--- config.mk ---
export PLATFORM = sky130hd
export DESIGN_NAME = blf_pid_ctrl
export DESIGN_NICKNAME = d
export VERILOG_FILES = /design/src/rtl/blf_pid_pkg.sv /design/src/rtl/blf_pid_ctrl.sv
export SDC_FILE = /design/constraint.sdc
export NUM_CORES = 1
export LEC_CHECK = 0
export BUFFER_PORTS_ARGS = -buffer_cell sky130_fd_sc_hd__buf_4
export CAP_MARGIN = 20
export CORE_AREA = 2 2 39 41
export DETAILED_ROUTE_END_ITERATION = 10
export DIE_AREA = 0 0 41 43
export GPL_TIMING_DRIVEN = 0
export PLACE_DENSITY = 0.77
export SLEW_MARGIN = 20
export SYNTH_ARGS = -nofsm -noshare
export SYNTH_HDL_FRONTEND = slang
export SYNTH_SLANG_ARGS = --single-unit
--- constraint.sdc ---
create_clock -name clock -period 2.2 [get_ports clock]
set_clock_uncertainty 0.15 [all_clocks]
set_input_delay 0.44 -clock clock [delete_from_list [all_inputs] [get_ports clock]]
set_output_delay 0.44 -clock clock [all_outputs]
set_load 0.01 [all_outputs]
--- src/rtl/blf_pid_pkg.sv ---
// Package for the balance and line follow PID unit: types, constants, helpers.
// Used by the controller, datapath and top level.
`timescale 1ns / 1ps
package blf_pid_pkg;
   localparam int Q168_MAX = 8388607;
   localparam int Q168_MIN = -8388608;
   localparam int AREA_LIM = 217600;
   localparam int CMD_MAX = 23040;
   localparam int PWM_HI = 16640;
   localparam int PWM_LO = 11520;
   localparam int BOOST = 3840;
   localparam int BOOST_GATE = 21760;
   localparam int YAW_INT_LIM = 7680;
   localparam int LOST_ERR = 6400;
   localparam int TURN_LEVEL = 2560;
   localparam int LINE_LEVEL = 700;
   localparam int SCALE_TOP = 1000;
   localparam int SENSOR_COUNT = 5;

   localparam logic [1:0] DIR_STOP = 2'd0;
   localparam logic [1:0] DIR_FWD = 2'd1;
   localparam logic [1:0] DIR_BACK = 2'd2;

   localparam logic [2:0] REG_PGP = 3'd0;
   localparam logic [2:0] REG_PGI = 3'd1;
   localparam logic [2:0] REG_PGD = 3'd2;
   localparam logic [2:0] REG_YGP = 3'd3;
   localparam logic [2:0] REG_YGI = 3'd4;
   localparam logic [2:0] REG_YGD = 3'd5;
   localparam logic [2:0] REG_PTGT = 3'd6;
   localparam logic [2:0] REG_FBM = 3'd7;

   typedef enum logic [3:0] {
      ST_IDLE, ST_SENSE, ST_DIVIDE, ST_YAW, ST_PITCH, ST_FINISH, ST_OUTPUT
   } state_type;

   // Multiply-accumulate operand selects.
   typedef enum logic [2:0] {
      MAC_YP, MAC_YI, MAC_YD, MAC_PP, MAC_PI, MAC_PD
   } mac_sel_type;

   typedef struct packed {
      logic load;
      logic sense_step;
      logic div_start;
      logic div_step;
      logic yaw_prep;
      logic mac_clear;
      logic mac_en;
      mac_sel_type mac_sel;
      logic yaw_close;
      logic finish;
   } cmd_type;

   typedef struct packed {
      logic sense_done;
      logic div_done;
   } status_type;

   function automatic logic signed [31:0] clamp32(input logic signed [31:0] v,
                                                  input logic signed [31:0] lo,
                                                  input logic signed [31:0] hi);
      logic signed [31:0] r;
      r = v;
      if (v < lo) r = lo;
      else if (v > hi) r = hi;
      return r;
   endfunction

   // Floor shift by 8 of the 50-bit accumulator, saturated to Q16.8.
   function automatic logic signed [23:0] sat_q168(input logic signed [49:0] acc);
      logic signed [41:0] s;
      logic signed [23:0] r;
      s = acc[49:8];
      r = s[23:0];
      if (s > 42'sd8388607) r = 24'sh7fffff;
      else if (s < -42'sd8388608) r = 24'sh800000;
      return r;
   endfunction
endpackage

--- src/rtl/blf_pid_ctrl.sv ---
// Controller state machine of the balance and line follow PID unit.
// Depends on blf_pid_pkg.
`timescale 1ns / 1ps
module blf_pid_ctrl (
   input  logic                   clock,
   input  logic                   reset,
   input  logic                   req_fire,
   input  logic                   rsp_busy,
   input  blf_pid_pkg::status_type status,
   output blf_pid_pkg::cmd_type    cmd,
   output logic                   idle,
   output logic                   rsp_load
);
   blf_pid_pkg::state_type state_ff, state_in;
   logic [2:0] cnt_ff, cnt_in;

   always_ff @(posedge clock) begin
      if (reset) begin
         state_ff <= blf_pid_pkg::ST_IDLE;
         cnt_ff <= 3'd0;
      end else begin
         state_ff <= state_in;
         cnt_ff <= cnt_in;
      end
   end

   always_comb begin
      state_in = state_ff;
      cnt_in = cnt_ff;
      case (state_ff)
         blf_pid_pkg::ST_IDLE: begin
            if (req_fire) state_in = blf_pid_pkg::ST_SENSE;
         end
         blf_pid_pkg::ST_SENSE: begin
            if (status.sense_done) state_in = blf_pid_pkg::ST_DIVIDE;
         end
         blf_pid_pkg::ST_DIVIDE: begin
            if (status.div_done) begin
               state_in = blf_pid_pkg::ST_YAW;
               cnt_in = 3'd0;
            end
         end
         blf_pid_pkg::ST_YAW: begin
            cnt_in = cnt_ff + 3'd1;
            if (cnt_ff == 3'd3) begin
               state_in = blf_pid_pkg::ST_PITCH;
               cnt_in = 3'd0;
            end
         end
         blf_pid_pkg::ST_PITCH: begin
            cnt_in = cnt_ff + 3'd1;
            if (cnt_ff == 3'd3) state_in = blf_pid_pkg::ST_FINISH;
         end
         blf_pid_pkg::ST_FINISH: state_in = blf_pid_pkg::ST_OUTPUT;
         blf_pid_pkg::ST_OUTPUT: begin
            if (!rsp_busy) state_in = blf_pid_pkg::ST_IDLE;
         end
         default: state_in = blf_pid_pkg::ST_IDLE;
      endcase
   end

   always_comb begin
      cmd = '0;
      cmd.mac_sel = blf_pid_pkg::MAC_YP;
      idle = 1'b0;
      rsp_load = 1'b0;
      case (state_ff)
         blf_pid_pkg::ST_IDLE: begin
            idle = 1'b1;
            cmd.load = req_fire;
         end
         blf_pid_pkg::ST_SENSE: begin
            cmd.sense_step = 1'b1;
            cmd.div_start = status.sense_done;
         end
         blf_pid_pkg::ST_DIVIDE: begin
            cmd.div_step = 1'b1;
            cmd.yaw_prep = status.div_done;
            cmd.mac_clear = status.div_done;
         end
         blf_pid_pkg::ST_YAW: begin
            cmd.mac_en = (cnt_ff != 3'd3);
            case (cnt_ff)
               3'd0: cmd.mac_sel = blf_pid_pkg::MAC_YP;
               3'd1: cmd.mac_sel = blf_pid_pkg::MAC_YI;
               default: cmd.mac_sel = blf_pid_pkg::MAC_YD;
            endcase
            cmd.yaw_close = (cnt_ff == 3'd3);
            cmd.mac_clear = (cnt_ff == 3'd3);
         end
         blf_pid_pkg::ST_PITCH: begin
            cmd.mac_en = (cnt_ff != 3'd3);
            case (cnt_ff)
               3'd0: cmd.mac_sel = blf_pid_pkg::MAC_PP;
               3'd1: cmd.mac_sel = blf_pid_pkg::MAC_PI;
               default: cmd.mac_sel = blf_pid_pkg::MAC_PD;
            endcase
         end
         blf_pid_pkg::ST_FINISH: cmd.finish = 1'b1;
         blf_pid_pkg::ST_OUTPUT: rsp_load = !rsp_busy;
         default: ;
      endcase
   end
endmodule

== After elaboration in Yosys (flattened, before gate mapping) ==
Index checks and enable logic that the tools add are counted.

* Bits of input ports: 6
* Output and inout bits: 14
* Logic and storage cells: 45
* Register bits: 7

* Equal/unequal tests: 15
* Add/subtract/negate cells: 1
* Reduce and logical (&&, ||, !) cells: 6
* Mux-type cells: 21

{| class="wikitable"
|+ Operators with widths
! kind !! count
|-
| $pmux 4 s7 || 1
|-
| $mux 4 || 6
|-
| $eq 4x3->1 const B || 3
|-
| $ne 2x2->1 const B || 6
|-
| $pmux 3 s3 || 1
|-
| $eq 4x2->1 const B || 2
|-
| $pmux 4 s2 || 1
|-
| $mux 3 || 2
|-
| $pmux 3 s2 || 1
|-
| $reduce_and 6->1 || 1
|-
| $mux 1 || 5
|-
| $eq 4x1->1 const B || 1
|-
| $logic_not 4->1 || 1
|-
| $mux 2 || 2
|-
| $pmux 2 s2 || 1
|-
| $add 3x1->3 const B || 1
|-
| $eq 3x1->1 const B || 1
|-
| $eq 3x2->1 const B || 1
|-
| $logic_not 3->1 || 1
|-
| $ne 3x2->1 const B || 1
|-
| $reduce_bool 3->1 || 1
|-
| $pmux 1 s2 || 1
|-
| $reduce_and 2->1 || 1
|-
| $logic_not 1->1 || 1
|}

== Depth between registers and ports, before layout ==
* Depth after elaboration: 3
* Mapped depth: 5

== Worst setup path after synthesis ==
No wires, ideal clock.

* Kind: reg-to-output
* From: register state_ff[0]
* To: output port cmd[3] (netlist bit)
* Path slack: 0.477 ns
* Stages on the path, launching flop included: 4
* Arrival time: 1.133 ns
* Cell sequence: dfxtp_1 > buf_4 > or3b_4 > o21ai_0

{| class="wikitable"
|+ RTL lines
! item !! RTL line !! RTL
|-
| start: declaration || blf_pid_ctrl.sv:14 || <nowiki>blf_pid_pkg::state_type state_ff, state_in;</nowiki>
|-
| start signal: assignment || blf_pid_ctrl.sv:19 || <nowiki>state_ff <= blf_pid_pkg::ST_IDLE;</nowiki>
|-
| start signal: assignment || blf_pid_ctrl.sv:22 || <nowiki>state_ff <= state_in;</nowiki>
|-
| end: declaration || blf_pid_ctrl.sv:10 || <nowiki>output blf_pid_pkg::cmd_type cmd,</nowiki>
|}

==> flow_metrics.py <==
metrics = {
    "outcome": {
        "run_status": "finished, final reports clean",
    },
    "routing": {
        "drtAntennaViolNets": 0,
        "drt_iter0_markers": 12,
        "drt-wirelength-per-cell_um": 11.8,
        "drcViolationCount": 0,
        "detailroute.via_count": 539,
        "drt_first_pass_iters": 4,
        "drt-total-wl_mm": 1.24,
        "routed_via_density": 5.13,
    },
    "setup_path": {
        "slowest_stage": "dfxtp_1",
        "delay_contributed_by_the_slowest_stage_of_the_critical_path_ns": 0.40,
        "critical_path.reg2reg.endpoint": "state_ff[0]$_SDFFE_PP0P_",
        "regToRegSetupSlack_ns": 0.53,
        "arrival_ns": 1.45,
        "worst_setup_path_start_kind": "flip-flop",
        "worst-setup-path-type": "reg -> out",
        "crit_path_end_kind": "primary output",
        "crit-reg2reg-launch": "cnt_ff[0]$_SDFFE_PP0P_",
        "reg2reg_depth": 4,
        "critical_path.n_buffers_inverters": 1,
        "critical-path-top-delay-family": "adder cells",
        "path_cells": "ha_1, ha_2, mux2i_1, nor3_1, buf_4",
        "crit_fanout": 7,
        "crit_required_ns": 1.61,
    },
    "power": {
        "power-per-cell-area_nw_per_um2": 406,
        "ir_drop_uv": 345,
        "power.leakage_nw": 0.343,
    },
    "clock_tree": {
        "cts_hold_repair.buffers": 0,
        "clkSlewWorstSetupHoldPaths_ns": 0.05,
        "cts_tree": "built",
        "numClockSinks": 6,
        "ctsLongestPathBuffers": 2,
        "post_cts.repair.setup_buffers": 0,
        "clock-root-buffer": "clkbuf_4",
        "cts.htree.levels": 1,
        "clkLatencyLatePin_ns": 0.24,
        "tritoncts_buffers": 3,
    },
    "timing": {
        "final_hold_violation_count": 0,
        "setup-violations-final": 0,
        "final.setup.worst_slack_ns": 0.165,
        "grt_setup_unrepaired": "no",
        "timing.max_slew.rel_slack_pct": 76.0,
        "sum_of_negative_setup_slack_ns": 0,
        "final_period_minus_worst_setup_slack_ns": 2.04,
        "drv_slew": 0,
        "period_utilization_post_route_pct": 92.5,
        "fmaxAchievable_mhz": 491,
        "worst-slew-pin-transition_ns": 0.359,
    },
    "die": {
        "die_wd_um": 41,
        "design.portCount": 20,
        "dieHeight_um": 43,
        "design.die.area_sq_um": 1760,
        "core-area_sq_um": 1380,
        "rows": 14,
        "floorplan.initialDensity_pct": 38.9,
    },
    "final_layout": {
        "share_of_layout_cells_above_drive_strength_1_pct": 34.8,
        "n_antenna_cell": 0,
        "nNetsFinal": 102,
        "nFillCells": 140,
        "flow.area_growth_from_synthesis_pct": 35.1,
    },
    "global_routing": {
        "grt_antenna_before_repair": 0,
        "grt.total_usage_pct": 15.9,
        "grt_pass1_wl_mm": 1.98,
        "first_global_vias": 473,
        "grt_start_max_net_pins": 11,
        "grt_remaining_overflow": 0,
    },
    "yosys": {
        "synth-main-ff-cell": "dfxtp_1",
        "netlist_area_sq_um": 538,
        "synthesized_area_per_cell_sq_um": 8.03,
        "synth_edf_count": 0,
        "post_synth_inst_count": 67,
        "async_reset_ff_share_pct": 0,
        "yosysSeqAreaShare_pct": 22.3,
        "warnings_synthesis": 0,
        "synth_fp_nets": 78,
        "ys_seq_elements": 6,
        "synthDistinctLibCells": 34,
    },
    "placement": {
        "pre_cts_setup_slack_ns": 0.373,
        "dp.final_hpwl_um": 965,
        "numPortBuffers": 19,
        "place.gp.congestion": 0.797,
    },
    "hold_path": {
        "worst_hold_path_ep": "state_ff[2]$_SDFFE_PP0P_",
        "min_path_cells": 2,
        "min-delay-path-class": "in -> reg",
        "holdCritStartpoint": "reset",
    },
    "flow_run": {
        "timing.max_cap.violations": 0,
    },
}
[layout by cell type, fill, tap and decap left out, types with 2 or more instances in the layout]
cell | netlist | routed
buf_4 | 1 | 20
inv_1 | 8 | 8
o21ai_0 | 7 | 7
dfxtp_1 | 6 | 6
ha_1 | 5 | 4
nand2_1 | 3 | 3
nor2_1 | 3 | 3
nor3_1 | 3 | 3
a21oi_1 | 3 | 3
clkbuf_4 | 0 | 3
nor3b_1 | 2 | 2
nor4_1 | 2 | 2
nand3_1 | 2 | 2
[logic make-up after synthesis]
family,after synthesis,share of synthesized area [%]
buffers and inverters,13,11.4
AOI/OAI and AO/OA,18,23.3
DFF,6,22.3
muxes,2,6.05
adders and majority gates,5,11.6
and+or+nand+nor,23,25.4
[state kept, by name, indices dropped and copies added, names as in the netlist]
name and cells:
cnt_ff 3, state_ff 3
[report_power, final]
group	switching [mW]	leakage [nW]	internal, mW
clock network	0.0397	0.0138	0.0617
logic	0.0406	0.280	0.0391
registers	0.00164	0.0488	0.113
[per-stage QoR]
stage               std cells  hold WS, ns  area (sq um)  utilization [%]  total power [mW]
global route              105        0.247           727             52.5             0.316
global placement          102        0.330           701             50.6             0.194
floorplan                  67        0.318           538                -             0.164
detailed placement        102        0.345           701             50.6             0.196
CTS                       105        0.237           723             52.3             0.301
finish                    105        0.249           727             52.5             0.295
[cells in the mapped netlist, types with 2 or more instances]
cell type,number,area [sq um]
a21oi_1,3,15.0
dfxtp_1,6,120
ha_1,5,62.6
inv_1,8,30.0
nand2_1,3,11.3
nand3_1,2,10.0
nor2_1,3,11.3
nor3_1,3,15.0
nor3b_1,2,15.0
nor4_1,2,12.5
o21ai_0,7,35.0
[how the worst max path moves through the flow]
stage	startpoint	endpoint	slack (ns)	depth (start not counted)
detailed placement	cnt_ff[0]$_SDFFE_PP0P_	cmd[6]	0.37	5
global route	state_ff[2]$_SDFFE_PP0P_	cmd[2]	0.01	4
floorplan	state_ff[0]$_SDFFE_PP0P_	cmd[3]	0.48	3
CTS	cnt_ff[0]$_SDFFE_PP0P_	cmd[6]	0.10	5
global placement	cnt_ff[0]$_SDFFE_PP0P_	cmd[6]	0.37	5
finish	cnt_ff[0]$_SDFFE_PP0P_	cmd[6]	0.16	5
[timing repair]
item / in CTS / in global routing
endpoints found under the setup margin: 0 / 2
endpoints found under the hold margin: 0 / 0
gates resized for setup: 0 / 3
[layer usage]
metal | track usage (%) | up-vias | wire length, um
li1 | - | 286 | -
met1 | 20.3 | 238 | 582
met2 | 25.3 | 15 | 586
met3 | 4.71 | 0 | 69
met4 | 4.00 | 0 | 0
met5 | 0 | - | 0
[cell type report]
cell class | count | area [sq um] | area share [%]
Inverter | 9 | 33.8 | 4.65
Buffer | 4 | 28.8 | 3.96
Sequential cell | 6 | 120 | 16.5
Clock buffer | 3 | 22.5 | 3.10
Multi-Input combinational cell | 48 | 359 | 49.4
Timing Repair Buffer | 19 | 143 | 19.6
Tap cell | 16 | 20.0 | 2.75
No activity file was read; power rests on OpenSTA's default activity.
