==> src/rtl/blf_pid_pkg.sv <==
// Package for the balance and line follow PID unit: types, constants, helpers.
// Used by the controller, datapath and top level.
`timescale 1ns / 1ps
package blf_pid_pkg;
   localparam int Q168_MAX = 8388607;
   localparam int Q168_MIN = -8388608;
   localparam int AREA_LIM = 217600;
   localparam int CMD_MAX = 23040;
   localparam int PWM_HI = 16640;
   localparam int PWM_LO = 11520;
   localparam int BOOST = 3840;
   localparam int BOOST_GATE = 21760;
   localparam int YAW_INT_LIM = 7680;
   localparam int LOST_ERR = 6400;
   localparam int TURN_LEVEL = 2560;
   localparam int LINE_LEVEL = 700;
   localparam int SCALE_TOP = 1000;
   localparam int SENSOR_COUNT = 5;

   localparam logic [1:0] DIR_STOP = 2'd0;
   localparam logic [1:0] DIR_FWD = 2'd1;
   localparam logic [1:0] DIR_BACK = 2'd2;

   localparam logic [2:0] REG_PGP = 3'd0;
   localparam logic [2:0] REG_PGI = 3'd1;
   localparam logic [2:0] REG_PGD = 3'd2;
   localparam logic [2:0] REG_YGP = 3'd3;
   localparam logic [2:0] REG_YGI = 3'd4;
   localparam logic [2:0] REG_YGD = 3'd5;
   localparam logic [2:0] REG_PTGT = 3'd6;
   localparam logic [2:0] REG_FBM = 3'd7;

   typedef enum logic [3:0] {
      ST_IDLE, ST_SENSE, ST_DIVIDE, ST_YAW, ST_PITCH, ST_FINISH, ST_OUTPUT
   } state_type;

   // Multiply-accumulate operand selects.
   typedef enum logic [2:0] {
      MAC_YP, MAC_YI, MAC_YD, MAC_PP, MAC_PI, MAC_PD
   } mac_sel_type;

   typedef struct packed {
      logic load;
      logic sense_step;
      logic div_start;
      logic div_step;
      logic yaw_prep;
      logic mac_clear;
      logic mac_en;
      mac_sel_type mac_sel;
      logic yaw_close;
      logic finish;
   } cmd_type;

   typedef struct packed {
      logic sense_done;
      logic div_done;
   } status_type;

   function automatic logic signed [31:0] clamp32(input logic signed [31:0] v,
                                                  input logic signed [31:0] lo,
                                                  input logic signed [31:0] hi);
      logic signed [31:0] r;
      r = v;
      if (v < lo) r = lo;
      else if (v > hi) r = hi;
      return r;
   endfunction

   // Floor shift by 8 of the 50-bit accumulator, saturated to Q16.8.
   function automatic logic signed [23:0] sat_q168(input logic signed [49:0] acc);
      logic signed [41:0] s;
      logic signed [23:0] r;
      s = acc[49:8];
      r = s[23:0];
      if (s > 42'sd8388607) r = 24'sh7fffff;
      else if (s < -42'sd8388608) r = 24'sh800000;
      return r;
   endfunction
endpackage

==> src/rtl/blf_pid_dp.sv <==
// Datapath of the balance and line follow PID unit: sensor scan, divider,
// shared multiply-accumulate, PID state and motor mixing. Depends on blf_pid_pkg.
`timescale 1ns / 1ps
module blf_pid_dp #(
   parameter int ADC_FULL_SCALE = 4095
) (
   input  logic                   clock,
   input  logic                   reset,
   input  blf_pid_pkg::cmd_type    cmd,
   output blf_pid_pkg::status_type status,
   input  logic [15:0]            tilt_data,
   input  logic [59:0]            sensors,
   input  logic                   csr_wen,
   input  logic [2:0]             csr_index,
   input  logic [15:0]            csr_wdata,
   output logic [1:0]             drive_direction,
   output logic [14:0]            right_duty,
   output logic [14:0]            left_duty,
   output logic                   is_balanced
);
   logic [15:0] pgp_ff, pgi_ff, pgd_ff, ygp_ff, ygi_ff, ygd_ff;
   logic signed [15:0] ptgt_ff;
   logic [14:0] fbm_ff;

   always_ff @(posedge clock) begin
      if (reset) begin
         pgp_ff <= 16'd2560;
         pgi_ff <= 16'd0;
         pgd_ff <= 16'd1792;
         ygp_ff <= 16'd1434;
         ygi_ff <= 16'd0;
         ygd_ff <= 16'd435;
         ptgt_ff <= 16'sd0;
         fbm_ff <= 15'd4608;
      end else if (csr_wen) begin
         case (csr_index)
            blf_pid_pkg::REG_PGP: pgp_ff <= csr_wdata;
            blf_pid_pkg::REG_PGI: pgi_ff <= csr_wdata;
            blf_pid_pkg::REG_PGD: pgd_ff <= csr_wdata;
            blf_pid_pkg::REG_YGP: ygp_ff <= csr_wdata;
            blf_pid_pkg::REG_YGI: ygi_ff <= csr_wdata;
            blf_pid_pkg::REG_YGD: ygd_ff <= csr_wdata;
            blf_pid_pkg::REG_PTGT: ptgt_ff <= csr_wdata;
            blf_pid_pkg::REG_FBM: fbm_ff <= csr_wdata[14:0];
            default: ;
         endcase
      end
   end

   // Input capture and sensor scan, one sensor per cycle.
   // The scaled reading is compared with the line level without a divide.
   localparam int DARK_BOUND = (blf_pid_pkg::SCALE_TOP - blf_pid_pkg::LINE_LEVEL)
                               * ADC_FULL_SCALE;
   localparam int LIGHT_BOUND = DARK_BOUND + ADC_FULL_SCALE;
   logic signed [15:0] angle_ff;
   logic [59:0] sens_ff;
   logic [2:0] sidx_ff;
   logic mark_ff, seen_ff;
   logic signed [6:0] wsum_ff;
   logic [2:0] scnt_ff;
   logic [11:0] raw;
   logic [15:0] rclamp;
   logic [31:0] prod;
   logic signed [6:0] weight;
   logic mark_now;

   assign raw = sens_ff[11:0];
   always_comb begin
      rclamp = {4'd0, raw};
      if (32'(raw) > 32'(ADC_FULL_SCALE)) rclamp = 16'(ADC_FULL_SCALE);
      prod = 32'(rclamp) * 32'(blf_pid_pkg::SCALE_TOP);
      mark_now = mark_ff;
      if (prod < 32'(DARK_BOUND)) mark_now = 1'b1;
      else if (prod >= 32'(LIGHT_BOUND)) mark_now = 1'b0;
      case (sidx_ff)
         3'd0: weight = -7'sd5;
         3'd1: weight = -7'sd3;
         3'd2: weight = 7'sd1;
         3'd3: weight = 7'sd3;
         default: weight = 7'sd5;
      endcase
   end
   assign status.sense_done = cmd.sense_step && (sidx_ff == 3'(blf_pid_pkg::SENSOR_COUNT));

   always_ff @(posedge clock) begin
      if (cmd.load) begin
         angle_ff <= tilt_data;
         sens_ff <= sensors;
         sidx_ff <= 3'd0;
         mark_ff <= 1'b0;
         seen_ff <= 1'b0;
         wsum_ff <= 7'sd0;
         scnt_ff <= 3'd0;
      end else if (cmd.sense_step && sidx_ff != 3'(blf_pid_pkg::SENSOR_COUNT)) begin
         sens_ff <= {12'd0, sens_ff[59:12]};
         sidx_ff <= sidx_ff + 3'd1;
         mark_ff <= mark_now;
         if (mark_now) begin
            seen_ff <= 1'b1;
            wsum_ff <= wsum_ff + weight;
            scnt_ff <= scnt_ff + 3'd1;
         end
      end
   end

   // Restoring divider: |(wsum-1)*2560| / count, one quotient bit per cycle.
   logic [15:0] dnum_ff, dquo_ff;
   logic [2:0] drem_ff;
   logic [4:0] dcnt_ff;
   logic dneg_ff;
   logic signed [7:0] wm1;
   logic signed [19:0] numer;
   logic [3:0] trial;
   assign wm1 = 8'(wsum_ff) - 8'sd1;
   assign numer = 20'(wm1) * 20'sd2560;
   assign trial = {drem_ff, dnum_ff[15]};
   assign status.div_done = cmd.div_step && (dcnt_ff == 5'd16);

   always_ff @(posedge clock) begin
      if (cmd.div_start) begin
         dneg_ff <= numer[19];
         dnum_ff <= numer[19] ? 16'(-numer) : numer[15:0];
         drem_ff <= 3'd0;
         dquo_ff <= 16'd0;
         dcnt_ff <= 5'd0;
      end else if (cmd.div_step && dcnt_ff != 5'd16) begin
         dnum_ff <= {dnum_ff[14:0], 1'b0};
         dcnt_ff <= dcnt_ff + 5'd1;
         if (scnt_ff != 3'd0 && trial >= {1'b0, scnt_ff}) begin
            drem_ff <= 3'(trial - {1'b0, scnt_ff});
            dquo_ff <= {dquo_ff[14:0], 1'b1};
         end else begin
            drem_ff <= trial[2:0];
            dquo_ff <= {dquo_ff[14:0], 1'b0};
         end
      end
   end

   // PID state and shared multiply-accumulate.
   logic bal_ff;
   logic signed [23:0] lpe_ff, lye_ff, yint_ff, yerr_ff, ydiff_ff, ycorr_ff;
   logic signed [23:0] perr_ff, pdiff_ff;
   logic signed [31:0] pint_ff;
   logic signed [49:0] acc_ff;
   logic signed [23:0] yerr_in;
   logic signed [31:0] yint_sum;
   logic signed [32:0] pint_sum;
   logic signed [31:0] pint_in;
   logic signed [23:0] perr_in, pdiff_raw;
   logic [15:0] mgain;
   logic signed [31:0] mterm;
   logic signed [48:0] mprod;

   always_comb begin
      if (!seen_ff) yerr_in = (lye_ff > 0) ? 24'(blf_pid_pkg::LOST_ERR)
                                           : -24'(blf_pid_pkg::LOST_ERR);
      else yerr_in = dneg_ff ? -24'(dquo_ff) : 24'(dquo_ff);
      yint_sum = 32'(yint_ff) + 32'(yerr_in);
      perr_in = 24'(ptgt_ff) - 24'(angle_ff);
      pdiff_raw = perr_in - lpe_ff;
      pint_sum = 33'(pint_ff) + 33'(perr_in);
      pint_in = pint_sum[31:0];
      if (pint_sum > 33'sd2147483647) pint_in = 32'sh7fffffff;
      else if (pint_sum < -33'sd2147483648) pint_in = 32'sh80000000;
      case (cmd.mac_sel)
         blf_pid_pkg::MAC_YP: begin mgain = ygp_ff; mterm = 32'(yerr_ff); end
         blf_pid_pkg::MAC_YI: begin mgain = ygi_ff; mterm = 32'(yint_ff); end
         blf_pid_pkg::MAC_YD: begin mgain = ygd_ff; mterm = 32'(ydiff_ff); end
         blf_pid_pkg::MAC_PP: begin mgain = pgp_ff; mterm = 32'(perr_ff); end
         blf_pid_pkg::MAC_PI: begin
            mgain = pgi_ff;
            mterm = blf_pid_pkg::clamp32(pint_ff, -32'(blf_pid_pkg::AREA_LIM),
                                         32'(blf_pid_pkg::AREA_LIM));
         end
         default: begin
            mgain = pgd_ff;
            mterm = blf_pid_pkg::clamp32(32'(pdiff_ff), -32'(blf_pid_pkg::AREA_LIM),
                                         32'(blf_pid_pkg::AREA_LIM));
         end
      endcase
      mprod = $signed({1'b0, mgain}) * 49'(mterm);
   end

   // Output mixing.
   logic signed [23:0] pcorr;
   logic signed [31:0] cmdv, pwm, rgt, lft;
   logic [1:0] dir_in;
   logic bal_in;
   always_comb begin
      pcorr = blf_pid_pkg::sat_q168(acc_ff);
      cmdv = (pcorr < 0) ? -32'(pcorr) : 32'(pcorr);
      if (cmdv > 32'(blf_pid_pkg::CMD_MAX)) cmdv = 32'(blf_pid_pkg::CMD_MAX);
      pwm = blf_pid_pkg::clamp32(cmdv, 32'(blf_pid_pkg::PWM_LO), 32'(blf_pid_pkg::PWM_HI));
      bal_in = bal_ff;
      if (!bal_ff) begin
         rgt = pwm;
         lft = pwm;
         if (perr_ff > 24'sd256) dir_in = blf_pid_pkg::DIR_BACK;
         else if (perr_ff < -24'sd256) dir_in = blf_pid_pkg::DIR_FWD;
         else begin
            dir_in = blf_pid_pkg::DIR_STOP;
            rgt = 32'sd0;
            lft = 32'sd0;
            bal_in = 1'b1;
         end
      end else begin
         dir_in = blf_pid_pkg::DIR_FWD;
         rgt = blf_pid_pkg::clamp32(cmdv - 32'(ycorr_ff), 32'(blf_pid_pkg::PWM_LO),
                                    32'(blf_pid_pkg::PWM_HI));
         lft = blf_pid_pkg::clamp32(cmdv + 32'(ycorr_ff), 32'(blf_pid_pkg::PWM_LO),
                                    32'(blf_pid_pkg::PWM_HI));
         if (yerr_ff > 24'(blf_pid_pkg::TURN_LEVEL)
             && rgt <= 32'(blf_pid_pkg::BOOST_GATE)) begin
            rgt = rgt + 32'(blf_pid_pkg::BOOST);
            lft = lft - 32'(blf_pid_pkg::BOOST);
         end else if (yerr_ff < -24'(blf_pid_pkg::TURN_LEVEL)
                      && lft <= 32'(blf_pid_pkg::BOOST_GATE)) begin
            lft = lft + 32'(blf_pid_pkg::BOOST);
            rgt = rgt - 32'(blf_pid_pkg::BOOST);
         end
         if (-32'(perr_ff) > 32'(fbm_ff) || perr_ff > 0) bal_in = 1'b0;
      end
   end

   always_ff @(posedge clock) begin
      if (reset) begin
         bal_ff <= 1'b0;
         lpe_ff <= '0;
         lye_ff <= '0;
         yint_ff <= '0;
         pint_ff <= '0;
      end else begin
         if (cmd.yaw_prep) begin
            yerr_ff <= yerr_in;
            ydiff_ff <= yerr_in - lye_ff;
            yint_ff <= 24'(blf_pid_pkg::clamp32(yint_sum, -32'(blf_pid_pkg::YAW_INT_LIM),
                                                32'(blf_pid_pkg::YAW_INT_LIM)));
            lye_ff <= yerr_in;
            perr_ff <= perr_in;
            pdiff_ff <= pdiff_raw;
            pint_ff <= pint_in;
            lpe_ff <= perr_in;
         end
         if (cmd.finish) bal_ff <= bal_in;
      end
   end

   always_ff @(posedge clock) begin
      if (cmd.mac_clear) acc_ff <= '0;
      else if (cmd.mac_en) acc_ff <= acc_ff + 50'(mprod);
      if (cmd.yaw_close) ycorr_ff <= blf_pid_pkg::sat_q168(acc_ff);
      if (cmd.finish) begin
         drive_direction <= dir_in;
         right_duty <= rgt[14:0];
         left_duty <= lft[14:0];
      end
   end
   assign is_balanced = bal_ff;
endmodule

==> config.mk <==
export PLATFORM = sky130hd
export DESIGN_NAME = blf_pid_dp
export DESIGN_NICKNAME = d
export VERILOG_FILES = /design/src/rtl/blf_pid_pkg.sv /design/src/rtl/blf_pid_dp.sv
export SDC_FILE = /design/constraint.sdc
export NUM_CORES = 2
export LEC_CHECK = 0
export BUFFER_PORTS_ARGS = -buffer_cell sky130_fd_sc_hd__buf_4
export CORE_UTILIZATION = 50
export CTS_BUF_LIST = sky130_fd_sc_hd__clkbuf_4
export DETAILED_ROUTE_END_ITERATION = 12
export GPL_TIMING_DRIVEN = 0
export PLACE_DENSITY = 0.66
export SYNTH_ARGS = -nofsm -noshare
export SYNTH_HDL_FRONTEND = slang
export SYNTH_SLANG_ARGS = --single-unit
==> constraint.sdc <==
create_clock -name clock -period 29.8 [get_ports clock]
set_input_delay 2.98 -clock clock [delete_from_list [all_inputs] [get_ports clock]]
set_output_delay 2.98 -clock clock [all_outputs]
set_load 0.03 [all_outputs]
== After elaboration in Yosys (flattened, before gate mapping) ==
Index checks and enable logic that the tools add are counted.
W data, S select, Z words.
Operators by class
  add/sub/neg operators: 22
  $mul: 3
  magnitude comparators: 30
  eq/ne operators: 18
  multiplexer cells: 49
  bitwise logic cells: 1
  reductions and logical operators: 24
Operators with widths (count)
  $mux W32: 14
  $mux W24: 7
  $pmux W32 S5: 1
  $mux W15: 10
  $gt A32 B16 Y1 const B: 4
  $mux W60: 2
  $lt A32 B15 Y1 const B: 3
  $pmux W16 S5: 1
  $le A32 B16 Y1 const B: 2
  $add A50 B49 Y50: 1
  $mul A17 B32 Y49: 1
  $mux W16: 3
  $gt A42 B24 Y1 const B: 1
  $lt A42 B24 Y1 const B: 1
  $add A32 B17 Y33: 1
  $gt A33 B32 Y1 const B: 1
  $lt A33 B32 Y1 const B: 1
  $add A32 B24 Y32: 1
  $gt A32 B15 Y1: 1
  $gt A32 B19 Y1 const B: 1
  $lt A32 B19 Y1 const B: 1
  $neg A24 Y32: 1
  $neg A32 Y32: 1
  $sub A32 B24 Y32: 1
  other kinds (46): 86
Storage, ports and cells
  bits in registers: 552
  input port bits: 110
  output and inout port bits: 35
  logic and storage cells: 181

== Logic depth before layout (Yosys ltp) ==
  depth after elaboration: 17
  gate-level depth with buffers: 41
  depth with buffers taken out: 41

== Least setup slack after synthesis ==
No wires, ideal clock.
  kind: input to register
  from: input cmd[2] (netlist bit)
  to: register acc_ff[47]
  setup time: 0.128 ns
  arrival: 11.431 ns
  required time: 29.672 ns
  path slack: 18.242 ns
  stages on the path: 30
  buffers on the path: 3
  cell sequence: clkbuf_1 clkbuf_1 clkbuf_1 mux2i_1 o21ai_0 a221oi_1 nor2_1 fa_1 fa_1 inv_1 fa_1 fa_1 inv_1 fa_1 fa_1 ha_1 a21oi_1 o21ai_0 o31a_1 a211oi_1 o311a_1 o21bai_1 a31oi_1 nor3_1 a2111oi_0 nor2_1 a2111oi_0 xnor2_1 mux2i_1 nor2_1
Between the ends
  cells in the longest elaborated chain, start to end: 4
  elaborated cells between the ends (all ways): 9
  classes of those cells: add/sub: 1; mul: 1; eq/ne: 4; mux: 2; reduce/logical: 1
Ends and longest elaborated chain
  start: declaration: RTL line blf_pid_dp.sv:9  | input blf_pid_pkg::cmd_type cmd,
  $eq A3 B3 Y1, or another cell as far along: RTL line blf_pid_dp.sv:165  | case (cmd.mac_sel)
  $pmux W16 S5 or $pmux W32 S5 (tied branches): RTL line blf_pid_dp.sv:165
  $mul A17 B32 Y49 *: RTL line blf_pid_dp.sv:181  | mprod = $signed({1'b0, mgain}) * 49'(mterm);
  $add A50 B49 Y50 *: RTL line blf_pid_dp.sv:250  | else if (cmd.mac_en) acc_ff <= acc_ff + 50'(mprod);
  end signal: assignment: RTL line blf_pid_dp.sv:250
  end: declaration: RTL line blf_pid_dp.sv:144  | logic signed [49:0] acc_ff;
Mark *: on every way between the ends. The rest lies on a longest branch, timed or not.
A chain may end at the register's enable or synchronous reset.

== Final worst setup path ==
  from: input cmd[2] (netlist bit)
  to: register acc_ff[49]
Same word-level chain as after synthesis.

==> results.py <==
metrics = {
    "flow_run": {
        "max_cap_viol_count": 0,
    },
    "drt": {
        "totalWireLength_um": 172100,
        "wire_per_inst_um": 20.35,
        "drt-initial-drc-count": 4616,
        "drcViolationCount": 0,
        "via_per_inst": 5.695,
        "vias": 48170,
        "dr.pass1.iters": 6,
        "ant_nets": 0,
    },
    "cells_and_area": {
        "drive_above_1_share_pct": 7.999,
        "num-nets-final": 7944,
        "final_area_um2": 61440,
        "area_growth_syn_to_layout_pct": 9.011,
        "fin_cells": 8459,
    },
    "clock_tree": {
        "root_buffer": "clkbuf_4",
        "cts.sinks": 537,
        "postCtsSetupRepairBufs": 0,
        "clockBufferDepth": 3,
        "ctsHoldBuffers": 0,
        "clkLatencyLatePin_ns": 1.15,
        "cts_max_level": 4,
        "cts_inserted_buffers": 154,
        "tritoncts": "yes",
        "path_clk_slew_ns": 0.07,
        "cts-resized-gates": 0,
    },
    "logic_synthesis": {
        "avgSynthCellArea_um2": 8.639,
        "ys_warn_count": 0,
        "synth.area.top_cells": "fa_1 (21%), edfxtp_1 (12%), dfxtp_1 (11%)",
        "yosysUniqueCellTypes": 108,
        "syn_area_um2": 56360,
        "synth.top_cell.area_share_pct": 21.38,
        "syn_inst": 6524,
        "synth_area_leader_cell": "fa_1",
        "synth_ff_type": "dfxtp_1",
        "synth_edf_count": 223,
        "ys_seq_area_share_pct": 23.03,
        "ys_ff_latch": 537,
        "async_flop_share_pct": 0,
    },
    "global_routing": {
        "grt_pass1_wl_um": 266900,
        "grt_overflow": 0,
        "grt_max_degree": 93,
        "grt_usage_pct": 30.65,
        "antenna_found_initial": 8,
        "grt_pass1_vias": 47040,
    },
    "placed_design": {
        "io_buffers": 123,
        "dp_hpwl_um": 139800,
        "dp.cells": 8170,
        "gp_congestion": 0.9581,
        "placed_cell_area_um2": 59340,
        "place_ws_ns": 14.27,
    },
    "setup_path": {
        "end_kind": "register",
        "slowest_delay_ns": 1.00,
        "cp_data_arrival_time_ns": 15.92,
        "start_kind": "primary input",
        "required_ns": 30.79,
        "r2r_setup_slack_ns": 16.46,
        "path_class": "primary input to register",
        "path_max_fanout": 10,
        "slowest_stage": "a21oi_1",
        "cpMostUsedCell": "fa_1",
    },
    "run_status": {
        "run_status": "finished, final reports clean",
    },
    "timing": {
        "finClkSkew_ns": 0.08873,
        "tightest_slew_ns": 1.381,
        "hold_viol_final": 0,
        "fmax_mhz": 66.98,
        "finalCritPeriodShare_pct": 50.10,
        "rsz0062_at_grt": "false",
        "worst_slack_ns": 14.87,
        "tns_ns": 0,
        "fin_crit_ns": 14.93,
        "drv_slew": 0,
        "setup_violations": 0,
        "slew_headroom_pct": 7.959,
    },
    "floorplanning": {
        "coreArea_um2": 111300,
        "start_util_pct": 50.65,
        "ios": 145,
        "die_y_um": 337.7,
        "chipWidth_um": 337.7,
        "fp.dieArea_um2": 114100,
        "rows": 122,
    },
    "worst_hold_path": {
        "min_path_type": "register to register",
    },
}
-- registers in the layout (all words and copies together) (netlist names), 16 cells and up --
| register | cells |
|---|---|
| acc_ff | 50 |
| angle_ff | 16 |
| dquo_ff | 16 |
| lpe_ff | 17 |
| lye_ff | 24 |
| pdiff_ff | 18 |
| perr_ff | 17 |
| pgd_ff | 16 |
| pgi_ff | 16 |
| pgp_ff | 16 |
| pint_ff | 32 |
| ptgt_ff | 16 |
| sens_ff | 60 |
| ycorr_ff | 24 |
| ydiff_ff | 24 |
| yerr_ff | 24 |
| ygd_ff | 16 |
| ygi_ff | 16 |
| ygp_ff | 16 |
| yint_ff | 24 |
-- final cells by class --
class	instances	area (µm²)
inverters	981	3687
diodes	8	20.02
well taps	1488	1862
multi-input cells	4762	38790
clock inverters	46	312.8
flip-flops and latches	537	12980
repair buffers	129	967.2
clock buffers	233	1749
fillers	10460	49840
plain buffers	275	1069
-- cell families (layout without fill, tap and decap cells) --
logic type / count (synthesis) / after routing / synth area share, %
adder cells (fa/ha/maj): 1026 / 1026 / 30.66
buffers and inverters: 1256 / 1664 / 8.429
other: 1 / 40 / 0.006654
AND/OR/NAND/NOR: 2030 / 2030 / 16.25
flip-flops: 537 / 537 / 23.03
AO/OA/AOI/OAI: 1238 / 1238 / 14.00
XOR/XNOR: 229 / 229 / 3.559
multiplexers: 207 / 207 / 4.063
-- stage by stage --
stage               hold slack [ns]  util [%]
global placement             0.4386     53.26
detailed placement           0.4463     53.33
floorplan                    0.4318         -
global route                 0.4669     55.21
finish                       0.4521     55.21
CTS                          0.4544     55.18
-- worst max-delay path: cells and delay by family --
family                     cells  cell delay (ns)
adders and majority gates      7             3.07
xor gates and xnor gates       1             0.14
and+or+nand+nor                4             0.71
AOI/OAI and AO/OA             13             4.88
buffers and inverters          8             3.72
muxes                          1             0.38
-- layer usage --
| layer | track usage [%] | vias to the layer above | wire length, µm |
|---|---|---|---|
| met5 | 0 | - | 0 |
| met4 | 9.907 | 0 | 4920 |
| met3 | 7.973 | 269 | 17440 |
| met2 | 45.16 | 1892 | 72450 |
| met1 | 43.63 | 23620 | 77310 |
| li1 | - | 22390 | - |
-- Yosys cell counts (25+ instances only) --
library cell / n
nand4_1: 53
mux2i_1: 126
o21ai_0: 242
nand2b_1: 58
dfxtp_1: 314
maj3_1: 30
or3_1: 25
mux2_2: 70
xor2_1: 69
nor2_1: 616
a21boi_0: 40
nor2b_1: 67
a21o_1: 90
nor3_1: 98
nand3b_1: 31
a211oi_1: 73
fa_1: 602
o21a_1: 43
o21bai_1: 47
inv_1: 975
nand2_1: 790
and2_1: 45
a31oi_1: 44
and3_1: 28
ha_1: 392
nand3_1: 72
edfxtp_1: 223
nor4_1: 57
o31ai_1: 29
a21oi_1: 410
xnor2_1: 160
or2_2: 30
clkbuf_1: 234
-- final timing paths --
| kind | startpoint | end | depth (start not counted) |
|---|---|---|---|
| min | pgi_ff[10] | pgi_ff[10] | 2 |
| min reg2reg | pgi_ff[10] | pgi_ff[10] | 2 |
| max | cmd[2] | acc_ff[49] | 34 |
| max reg2reg | acc_ff[49] | right_duty[14] | 34 |
-- cells in the final DEF (no fill, tap or decap), types with 29 or more instances in the layout --
| cell | synthesis | layout |
|---|---|---|
| nand2_1 | 790 | 790 |
| a21o_1 | 90 | 90 |
| clkbuf_1 | 234 | 234 |
| a21boi_0 | 40 | 40 |
| nor3_1 | 98 | 98 |
| xor2_1 | 69 | 69 |
| clkbuf_4 | 0 | 233 |
| nand3b_1 | 31 | 31 |
| inv_1 | 975 | 975 |
| a21oi_1 | 410 | 409 |
| mux2_2 | 70 | 70 |
| o31ai_1 | 29 | 29 |
| nor2_1 | 616 | 616 |
| nand4_1 | 53 | 53 |
| o21ai_0 | 242 | 241 |
| clkinv_1 | 5 | 30 |
| conb_1 | 1 | 32 |
| and2_1 | 45 | 45 |
| a31oi_1 | 44 | 44 |
| nand2b_1 | 58 | 57 |
| nor4_1 | 57 | 55 |
| buf_4 | 1 | 125 |
| ha_1 | 392 | 392 |
| edfxtp_1 | 223 | 223 |
| dfxtp_1 | 314 | 314 |
| fa_1 | 602 | 602 |
| mux2i_1 | 126 | 126 |
| a211oi_1 | 73 | 73 |
| nand3_1 | 72 | 72 |
| nor2b_1 | 67 | 67 |
| xnor2_1 | 160 | 160 |
| maj3_1 | 30 | 30 |
| o21bai_1 | 47 | 47 |
| o21a_1 | 43 | 43 |
| or2_2 | 30 | 30 |
Power is not shown: default switching activity piles up to over one toggle a cycle in this logic, so the estimate is an artifact.
